[src/rtl/core/ttpw_pkg.sv]
package ttpw_pkg;

    // Field widths
    localparam int POS_W      = 10;
    localparam int SRC_W      = 32;
    localparam int BYTE_W     = 8;
    localparam int LW_W       = 11;
    localparam int MODE_W     = 2;
    localparam int OFF_W      = 22;
    localparam int DATA_W     = 16;
    localparam int CFG_IDX_W  = 2;

    // Surface and palette limits
    localparam int MAX_WIDTH  = 1024;
    localparam int PAL_DEPTH  = 256;
    localparam int PAL_AW     = $clog2(PAL_DEPTH);

    // Stream packing (fields from the lowest bit up, padded to bytes)
    localparam int IN_BITS    = 2 * POS_W + SRC_W + 4 * BYTE_W;
    localparam int IN_TDATA_W = ((IN_BITS + 7) / 8) * 8;
    localparam int OUT_BITS   = OFF_W + DATA_W;
    localparam int OUT_TDATA_W = ((OUT_BITS + 7) / 8) * 8;

    localparam int X_LSB      = 0;
    localparam int Y_LSB      = X_LSB + POS_W;
    localparam int SRC_LSB    = Y_LSB + POS_W;
    localparam int IDX_LSB    = SRC_LSB + SRC_W;
    localparam int RED_LSB    = IDX_LSB + BYTE_W;
    localparam int GREEN_LSB  = RED_LSB + BYTE_W;
    localparam int BLUE_LSB   = GREEN_LSB + BYTE_W;

    // Tile geometry (bytes)
    localparam int HALF_OFFSET = 32;

    // Register indexes
    localparam logic [CFG_IDX_W-1:0] REG_LINE_WIDTH = CFG_IDX_W'(0);
    localparam logic [CFG_IDX_W-1:0] REG_PIXEL_MODE = CFG_IDX_W'(1);

    // Pixel modes
    localparam logic [MODE_W-1:0] MODE_PAL8   = MODE_W'(0);
    localparam logic [MODE_W-1:0] MODE_RGB565 = MODE_W'(1);
    localparam logic [MODE_W-1:0] MODE_RGB    = MODE_W'(2);
    localparam logic [MODE_W-1:0] MODE_ARGB   = MODE_W'(3);

    // Operation codes
    localparam logic OP_PAL_WRITE = 1'b0;
    localparam logic OP_PIXEL     = 1'b1;

    localparam logic [LW_W-1:0]   LW_RESET   = LW_W'(640);
    localparam logic [MODE_W-1:0] MODE_RESET = MODE_RGB565;

endpackage

[src/rtl/core/tiled_texture_pixel_writer_unit.sv]
// Tiled texture pixel writer.
// Input stream (s_*): s_tuser is the operation (palette write or pixel),
// s_tdata carries position, source bytes and palette entry fields.
// A palette write stores an RGB565 entry at its transfer and gives no result.
// A pixel gives one 16-bit write (palette and RGB565 modes) or two writes
// (RGB and ARGB modes, second one 32 bytes past the first) on m_*, with
// m_tlast marking the final write of the pixel.
// Config port (cfg_*): register 0 line width, register 1 pixel mode; always
// ready. The user must write it only while the block is idle; the block
// itself does not enforce this. A pixel's first write appears on m_tvalid
// after the work stage and the output register. Throughput: one pixel per
// cycle in the 16-bit modes while the receiver does not stall; in the 32-bit
// modes only as the second write of the last pixel enters the output register.
// Palette reads use a registered memory port read in the transfer cycle.
// Reset: line width 640, RGB565 mode, all palette entries read as zero
// (per-entry valid bits), pipeline empty. When the receiver stalls, the
// output register holds and the stall backs up to s_tready; one pixel
// can wait in the work stage behind a held result.
module tiled_texture_pixel_writer_unit
(
    input  logic                             clk,
    input  logic                             rst_n,
    // Input stream
    input  logic                             s_tvalid,
    output logic                             s_tready,
    // pos_x, pos_y, src_word, pal_index, red, green, blue, zero pad
    input  logic [ttpw_pkg::IN_TDATA_W-1:0]  s_tdata,
    // operation
    input  logic                             s_tuser,
    // Output stream
    output logic                             m_tvalid,
    input  logic                             m_tready,
    // byte_offset, write_data, zero pad
    output logic [ttpw_pkg::OUT_TDATA_W-1:0] m_tdata,
    // last
    output logic                             m_tlast,
    // Configuration writes
    input  logic                             cfg_valid,
    output logic                             cfg_ready,
    input  logic [ttpw_pkg::CFG_IDX_W-1:0]   cfg_index,
    input  logic [ttpw_pkg::LW_W-1:0]        cfg_data
);
    import ttpw_pkg::*;

    // Configuration registers
    logic [LW_W-1:0]   line_width_reg;
    logic [MODE_W-1:0] pixel_mode_reg;

    assign cfg_ready = 1'b1;

    always_ff @(posedge clk or negedge rst_n)
    begin
        if (!rst_n)
        begin
            line_width_reg <= LW_RESET;
            pixel_mode_reg <= MODE_RESET;
        end
        else if (cfg_valid && cfg_ready)
        begin
            if (cfg_index == REG_LINE_WIDTH)
            begin
                line_width_reg <= cfg_data;
            end
            else if (cfg_index == REG_PIXEL_MODE)
            begin
                pixel_mode_reg <= cfg_data[MODE_W-1:0];
            end
        end
    end

    // Input field unpacking
    logic [POS_W-1:0]  in_x;
    logic [POS_W-1:0]  in_y;
    logic [SRC_W-1:0]  in_src;
    logic [PAL_AW-1:0] in_idx;
    logic [BYTE_W-1:0] in_red;
    logic [BYTE_W-1:0] in_green;
    logic [BYTE_W-1:0] in_blue;
    logic [PAL_AW-1:0] rd_idx;
    logic [DATA_W-1:0] pal_entry;

    assign in_x     = s_tdata[X_LSB +: POS_W];
    assign in_y     = s_tdata[Y_LSB +: POS_W];
    assign in_src   = s_tdata[SRC_LSB +: SRC_W];
    assign in_idx   = s_tdata[IDX_LSB +: PAL_AW];
    assign in_red   = s_tdata[RED_LSB +: BYTE_W];
    assign in_green = s_tdata[GREEN_LSB +: BYTE_W];
    assign in_blue  = s_tdata[BLUE_LSB +: BYTE_W];
    assign rd_idx   = in_src[SRC_W-1 -: PAL_AW];

    assign pal_entry = {in_red[BYTE_W-1 -: 5], in_green[BYTE_W-1 -: 6],
                        in_blue[BYTE_W-1 -: 5]};

    // Handshake and stage control
    logic s_accept;
    logic pal_wr;
    logic px_in;
    logic s1_valid_reg;
    logic s1_valid_next;
    logic s1_phase_reg;
    logic s1_phase_next;
    logic out_valid_reg;
    logic out_valid_next;
    logic s1_move;
    logic s1_last;
    logic s1_wide;

    assign s_accept = s_tvalid && s_tready;
    assign pal_wr   = s_accept && (s_tuser == OP_PAL_WRITE);
    assign px_in    = s_accept && (s_tuser == OP_PIXEL);
    assign s1_wide  = (pixel_mode_reg == MODE_RGB) || (pixel_mode_reg == MODE_ARGB);
    assign s1_last  = !s1_wide || s1_phase_reg;
    assign s1_move  = s1_valid_reg && (!out_valid_reg || m_tready);
    assign s_tready = !s1_valid_reg || (s1_move && s1_last);

    // Palette memory with per-entry valid bits
    logic [DATA_W-1:0]    pal_mem [PAL_DEPTH];
    logic [PAL_DEPTH-1:0] pal_vld_reg;
    logic [DATA_W-1:0]    pal_rd_reg;
    logic                 pal_hit_reg;

    always_ff @(posedge clk)
    begin
        if (pal_wr)
        begin
            pal_mem[in_idx] <= pal_entry;
        end
        if (px_in)
        begin
            pal_rd_reg <= pal_mem[rd_idx];
        end
    end

    always_ff @(posedge clk or negedge rst_n)
    begin
        if (!rst_n)
        begin
            pal_vld_reg <= '0;
            pal_hit_reg <= 1'b0;
        end
        else
        begin
            if (pal_wr)
            begin
                pal_vld_reg[in_idx] <= 1'b1;
            end
            if (px_in)
            begin
                pal_hit_reg <= pal_vld_reg[rd_idx];
            end
        end
    end

    // Work stage registers
    logic [POS_W-1:0] s1_x_reg;
    logic [POS_W-1:0] s1_y_reg;
    logic [SRC_W-1:0] s1_src_reg;

    always_comb
    begin
        s1_valid_next = s1_valid_reg;
        s1_phase_next = s1_phase_reg;
        if (s1_move)
        begin
            if (s1_last)
            begin
                s1_valid_next = 1'b0;
            end
            else
            begin
                s1_phase_next = 1'b1;
            end
        end
        if (px_in)
        begin
            s1_valid_next = 1'b1;
            s1_phase_next = 1'b0;
        end
    end

    always_ff @(posedge clk or negedge rst_n)
    begin
        if (!rst_n)
        begin
            s1_valid_reg <= 1'b0;
            s1_phase_reg <= 1'b0;
        end
        else
        begin
            s1_valid_reg <= s1_valid_next;
            s1_phase_reg <= s1_phase_next;
        end
    end

    always_ff @(posedge clk)
    begin
        if (px_in)
        begin
            s1_x_reg   <= in_x;
            s1_y_reg   <= in_y;
            s1_src_reg <= in_src;
        end
    end

    // Tile offset: row of tiles, tile in row, pixel in tile, second half
    logic [LW_W-1:0]         w_eff;
    logic [POS_W-3+LW_W-1:0] row_prod;
    logic [OFF_W-1:0]        row_off;
    logic [OFF_W-1:0]        col_off;
    logic [OFF_W-1:0]        pix_off;
    logic [OFF_W-1:0]        half_off;
    logic [OFF_W-1:0]        s1_offset;

    assign w_eff    = (line_width_reg > LW_W'(MAX_WIDTH)) ? LW_W'(MAX_WIDTH)
                                                          : line_width_reg;
    assign row_prod = s1_y_reg[POS_W-1:2] * w_eff;
    assign row_off  = s1_wide ? (OFF_W'(row_prod) << 4) : (OFF_W'(row_prod) << 3);
    assign col_off  = s1_wide ? (OFF_W'(s1_x_reg[POS_W-1:2]) << 6)
                              : (OFF_W'(s1_x_reg[POS_W-1:2]) << 5);
    assign pix_off  = OFF_W'({s1_y_reg[1:0], s1_x_reg[1:0], 1'b0});
    assign half_off = s1_phase_reg ? OFF_W'(HALF_OFFSET) : '0;
    // Offsets fit the texture size, so the wrap is the field width
    assign s1_offset = row_off + col_off + pix_off + half_off;

    // Write data per mode and half
    logic [DATA_W-1:0] s1_data;

    always_comb
    begin
        unique case (pixel_mode_reg)
            MODE_PAL8:
            begin
                s1_data = pal_hit_reg ? pal_rd_reg : '0;
            end
            MODE_RGB565:
            begin
                s1_data = s1_src_reg[SRC_W-1 -: DATA_W];
            end
            MODE_RGB:
            begin
                s1_data = s1_phase_reg ? s1_src_reg[23:8]
                                       : {8'hFF, s1_src_reg[SRC_W-1 -: BYTE_W]};
            end
            default:
            begin
                s1_data = s1_phase_reg ? s1_src_reg[DATA_W-1:0]
                                       : s1_src_reg[SRC_W-1 -: DATA_W];
            end
        endcase
    end

    // Output register
    logic [OFF_W-1:0]  out_offset_reg;
    logic [DATA_W-1:0] out_data_reg;
    logic              out_last_reg;

    always_comb
    begin
        out_valid_next = out_valid_reg;
        if (s1_move)
        begin
            out_valid_next = 1'b1;
        end
        else if (m_tready)
        begin
            out_valid_next = 1'b0;
        end
    end

    always_ff @(posedge clk or negedge rst_n)
    begin
        if (!rst_n)
        begin
            out_valid_reg <= 1'b0;
        end
        else
        begin
            out_valid_reg <= out_valid_next;
        end
    end

    always_ff @(posedge clk)
    begin
        if (s1_move)
        begin
            out_offset_reg <= s1_offset;
            out_data_reg   <= s1_data;
            out_last_reg   <= s1_last;
        end
    end

    assign m_tvalid = out_valid_reg;
    assign m_tlast  = out_last_reg;
    assign m_tdata  = {(OUT_TDATA_W - OUT_BITS)'(0), out_data_reg, out_offset_reg};

`ifndef ASSERT_OFF
    // The second half is only ever worked on in the two-write modes
    a_phase_wide: assert property (@(posedge clk) disable iff (!rst_n)
        s1_valid_reg && s1_phase_reg |-> s1_wide)
        else $error("second write pending in a single-write mode");

    // A first write is always followed directly by its final write
    a_pair_order: assert property (@(posedge clk) disable iff (!rst_n)
        m_tvalid && m_tready && !m_tlast |=> m_tvalid && m_tlast)
        else $error("first write not followed by its final write");

    // The second write sits 32 bytes past the first
    a_pair_offset: assert property (@(posedge clk) disable iff (!rst_n)
        m_tvalid && m_tready && !m_tlast |=>
            m_tdata[OFF_W-1:0] == $past(m_tdata[OFF_W-1:0]) + OFF_W'(HALF_OFFSET))
        else $error("second write offset mismatch");
`endif

endmodule

[config.mk]
export PLATFORM = sky130hd
export DESIGN_NAME = tiled_texture_pixel_writer_unit
export DESIGN_NICKNAME = d
export VERILOG_FILES = /design/src/rtl/core/ttpw_pkg.sv /design/src/rtl/core/tiled_texture_pixel_writer_unit.sv
export SDC_FILE = /design/constraint.sdc
export NUM_CORES = 2
export LEC_CHECK = 0
export BUFFER_PORTS_ARGS = -buffer_cell sky130_fd_sc_hd__buf_2
export CORE_MARGIN = 10
export CORE_UTILIZATION = 50
export DETAILED_ROUTE_END_ITERATION = 16
export PLACE_DENSITY_LB_ADDON = 0.15
export SYNTH_ARGS = -nofsm -noshare
export SYNTH_HDL_FRONTEND = slang
export SYNTH_SLANG_ARGS = --single-unit
[constraint.sdc]
create_clock -name clk -period 10.03 [get_ports clk]
set_input_delay 1.5045 -clock clk [delete_from_list [all_inputs] [get_ports clk]]
set_output_delay 1.5045 -clock clk [all_outputs]
set_load 0.02 [all_outputs]
---- Word level (Yosys, flattened, before mapping) ----
Memory sizes are Yosys's and may differ from the RTL's. A register that Yosys moved wholly into a read port is not among the register bits.
Index checks and enable logic that the tools add are counted.
cells by class
  mux-type cells .......................... 22
  multipliers ............................. 1
  bitwise logic cells ..................... 3
  order comparisons ....................... 4
  divide/modulo/power cells ............... 0
  shifts and indexed selects .............. 0
  $add $sub $neg .......................... 3
  equality and inequality tests ........... 5
  reductions and logical operators ........ 22
operator list
  cell                  number
  $or 256x256->256      1
  $mux 16               3
  $pmux 16 s3           1
  $add 22x14->22        1
  $add 22x5->22         1
  $add 22x6->22         1
  $mux 22               1
  $lt 8x9->1 const B    2
  $mul 8x11->18         1
  $mux 14               1
  $mux 1                12
  $gt 11x11->1 const B  1
  $mux 11               1
  $bmux 1 s8            1
  $demux 1 s8           1
  $ge 8x1->1 const B    1
  $logic_and 1x1->1     6
  $mux 6                1
  $reduce_and 2->1      3
  $reduce_bool 2->1     3
  $eq 2x1->1 const B    2
  $eq 2x2->1 const B    2
  $logic_not 2->1       2
  $logic_or 1x1->1      4
  other kinds (4)       7
storage, ports and cells
  memories kept ........................... 1
  latch bits .............................. 0
  bits of input ports ..................... 107
  word-level logic and storage cells ...... 74
  bits in registers ....................... 364
  bits in read-only memories .............. 0
  bits in writable memories ............... 4096
memories
  name     words  width  read ports  clocked after Yosys merged registers in  wr ports  line                                    RTL
  pal_mem  256    16     1           1                                        1         tiled_texture_pixel_writer_unit.sv:117  logic [DATA_W-1:0] pal_mem [PAL_DEPTH];

---- Depth between registers and ports, before layout ----
  depth after elaboration ................. 10
  mapped depth ............................ 28
  gate-level depth less buffers ........... 27

---- Worst setup path after synthesis ----
No wires, ideal clock.
  path kind ............................... register to register
  from .................................... register line_width_reg[10]
  to ...................................... register out_offset_reg[20] (data pin)
  arrival ................................. 5.968 ns
  setup slack ............................. 3.801 ns
  cell stages (with the launch flop) ...... 28
  setup time .............................. 0.261 ns
  path through ............................ dfrtp_1 clkbuf_1 nor2b_1 nand2_1 fa_1 fa_1 inv_1 fa_1 inv_1 fa_1 inv_1 ha_1 a21oi_1 nand2_1 o21ai_0 nand2b_1 a21oi_1 xor2_1 o21ai_0 ha_1 ha_1 nor2_1 nor2_1 a31oi_1 a2111oi_2 nand3_1 a211oi_1 nor3_1
between the ends
  cells in the longest elaborated chain, start to end .. 7
ends and longest elaborated chain
  element                 line                                    RTL
  from (decl)             tiled_texture_pixel_writer_unit.sv:46   logic [LW_W-1:0] line_width_reg;
  from (signal assigned)  tiled_texture_pixel_writer_unit.sv:62   line_width_reg <= cfg_data;
  $gt 11x11->1            tiled_texture_pixel_writer_unit.sv:214  assign w_eff = (line_width_reg > LW_W'(MAX_WIDTH)) ? LW_W'(MAX_WIDTH)
  $mux 11 *               tiled_texture_pixel_writer_unit.sv:214
  $mul 8x11->18 *         tiled_texture_pixel_writer_unit.sv:216  assign row_prod = s1_y_reg[POS_W-1:2] * w_eff;
  $mux 22 *               tiled_texture_pixel_writer_unit.sv:217  assign row_off = s1_wide ? (OFF_W'(row_prod) << 4) : (OFF_W'(row_prod) << 3);
  $add 22x14->22 *        tiled_texture_pixel_writer_unit.sv:223  assign s1_offset = row_off + col_off + pix_off + half_off;
  $add 22x5->22 *         tiled_texture_pixel_writer_unit.sv:223
  $add 22x6->22 *         tiled_texture_pixel_writer_unit.sv:223
  net s1_offset[20]       tiled_texture_pixel_writer_unit.sv:212  logic [OFF_W-1:0] s1_offset;
  to (signal assigned)    tiled_texture_pixel_writer_unit.sv:286  out_offset_reg <= s1_offset;
  to (decl)               tiled_texture_pixel_writer_unit.sv:253  logic [OFF_W-1:0] out_offset_reg;
Mark *: on every way through the listed nets, which the timed path passes. The rest lies on a longest branch.
A chain may end at the register's enable or synchronous reset.

---- Worst setup path in the final report ----
Ends and elaborated chain as after synthesis.

==> out/metrics.yaml <==
outcome: "finished clean"
grt_setup_unrepaired: "no"
reg2reg_to: "out_offset_reg[20]"
peakVddDrop_v: 0.000160
finalCriticalPeriod_ns: 7.36
reg2reg_from: "line_width_reg[10]"
total_power_mw: 41.3
async_reset_ff_share_pct: 6.10
hold_buffers: 0
fill_cells: 25200
maxSlewHeadroom_pct: 15.8
initial_core_util_pct: 50.2
critical-path-max-stage-delay_ns: 0.61
p_leak_nw: 64.4
hold_viol: 0
dp.cells: 12200
period_share_pct: 73.4
synth-main-ff-cell: "edfxtp_1"
setup_viol: 0
io_buffers: 134
placementRows: 217
vias_per_cell: 6.21
rrSetupSlack_ns: 2.67
arrival_ns: 8.15
p_sw_mw: 9.43
grt_max_degree: 168
crit_top_cell: "fa_1"
hold_end: "out_offset_reg[2]"
netlist.area_leader.share_pct: 72.1
dpl-instance-area_um2: 183000
coreArea_um2: 349000
synth.area.top_cells: "edfxtp_1 72%, mux4_2 18%, dfrtp_1 3.9%"
drive_gt1_share_pct: 33.3
p_sw_share_pct: 22.8
final_area_um2: 198000
synth_cells: 7544
cts_tree: "built"
reg2reg_depth: 26
clk_latency_ns: 0.98
final-instance-count-excl-fill: 13100
final_cell_mix: "4202 x edfxtp_1, 1426 x mux4_2, 466 x clkbuf_16"
startpoint_type: "flop"
combPwrFrac_pct: 9.3
synth_area_um2: 175000
htree_levels: 5
p_int_mw: 31.9
antenna_found_initial: 33
cts_resized: 0
dieArea_um2: 374000
pin_count: 151
layout.area.seq_um2: 133000
drc: 0
ys_types: 55
first_iter_violations: 10200
tightest_slew_ns: 1.26
path_max_fanout: 19
worstPathRequired_ns: 10.82
clock_skew_ns: 0.0469
dr.pass1.iters: 5
cts.clk_slew.worst_paths_ns: 0.06
min_path_cells: 0
dp_hpwl_um: 253000
cts_post_setup_buffers_inserted: 0
final_common_cell: "edfxtp_1"
p_per_area_nw_per_um2: 209
clock-sinks: 4475
criticalPathCategory: "reg -> reg"
die_w_um: 612
seq_area_frac_synth_pct: 76.0
ys_ff_latch: 4475
multiInputGateArea_um2: 40100
grt-ovfl-total: 0
worstHoldStart: "s1_x_reg[1]"
cts_buffers: 453
hold_path_class: "reg -> reg"
tns_ns: 0
grt_pass1_vias: 83300
clock_path_buffers: 4
max_cap_violations: 0
gr-usage-all-layers_pct: 23.1
detail-route-antenna-nets: 0
largest_reg_flops: 4096
via_count: 81400
preCtsSetupSlack_ns: 2.61
synth.avg_cell_area_um2: 23.2
clock_power_share_pct: 40.4
seqPwrFrac_pct: 50.3
drt_wl_total_um: 436000
finalCoreUtilization_pct: 56.7
area_delta_synth_final_pct: 13.1
post_drt_wl_per_cell_um: 33.2
grt_pass1_wl_um: 625000
synth-edff-count: 4202
fin_ws_ns: 2.67
slew_viol_final: 0
clock.fmax_mhz: 136
root_buffer: "clkbuf_16"
cpMaxStageDelayCell: "dfrtp_1"
gp_congestion: 0.827
whs_ns: 0.429
yosysWarnings: 0
fp.dieH_um: 612
final_nets: 8318
end_kind: "flop"
synth.largest_area_cell: "edfxtp_1"
==> Yosys cell counts, types with 25 or more instances <==
library cell,count
edfxtp_1,4202
mux4_2,1426
nor2_1,283
dfrtp_1,270
clkbuf_1,256
o21bai_1,130
or2_2,129
buf_2,104
nand2_1,104
and2_1,78
inv_1,72
ha_1,58
fa_1,55
buf_1,48
a22oi_1,40
o21ai_0,33
mux2_2,30
nand3_1,26
a21oi_1,25
==> worst max path at each step <==
stage,end,from,cells after the start
after floorplan,out_offset_reg[20],line_width_reg[10],27
after global placement,out_offset_reg[20],line_width_reg[10],26
after detailed placement,out_offset_reg[20],line_width_reg[10],26
after CTS,out_offset_reg[20],line_width_reg[10],26
after global routing,out_offset_reg[20],line_width_reg[10],26
final,out_offset_reg[20],line_width_reg[10],26
==> power groups by stage <==
stage	Clock (mW)	Sequential, mW	Combinational, mW
after floorplan	0	21.2	2.38
after global placement	0	21.2	3.81
after detailed placement	0	21.2	3.86
after CTS	17.0	20.8	3.88
after global routing	17.7	20.8	4.17
final	16.7	20.8	3.83
==> worst max-delay path, delay by kind of cell, from the launching register on <==
kind	cells	cell delay (ns)
DFF	1	0.61
and+or+nand+nor	9	1.82
adders and majority gates	7	3.04
xor gates and xnor gates	1	0.21
buffers and inverters	3	0.14
AOI/OAI and AO/OA	6	1.37
==> routing by layer <==
| metal | track usage [%] | vias to the layer above | part of all wire (%) |
|---|---|---|---|
| li1 | - | 33000 | - |
| met2 | 36.9 | 3271 | 48 |
| met1 | 33.8 | 44600 | 41 |
| met3 | 3.77 | 627 | 7.6 |
| met5 | 0 | - | 0.0062 |
| met4 | 6.07 | 4 | 2.9 |
==> final cells by class <==
type	instances	area share, %
flip-flops and latches	4475	67.2
multi-input cells	2578	20.2
clock buffers	606	6.33
well taps	4599	2.91
repair buffers	518	2.05
clock inverters	239	1.13
inverters	72	0.137
diodes	21	0.0265
==> cell families after synthesis <==
| logic type | Yosys count | synth area share (%) |
|---|---|---|
| other | 2 | 0.00429 |
| XOR/XNOR | 26 | 0.130 |
| flip-flops | 4475 | 76.0 |
| multiplexers | 1475 | 18.7 |
| AND/OR/NAND/NOR | 684 | 1.87 |
| buffers and inverters | 493 | 1.16 |
| AO/OA/AOI/OAI | 276 | 1.12 |
| adder cells (fa/ha/maj) | 113 | 1.04 |
Power figures use the tool's default switching activity.
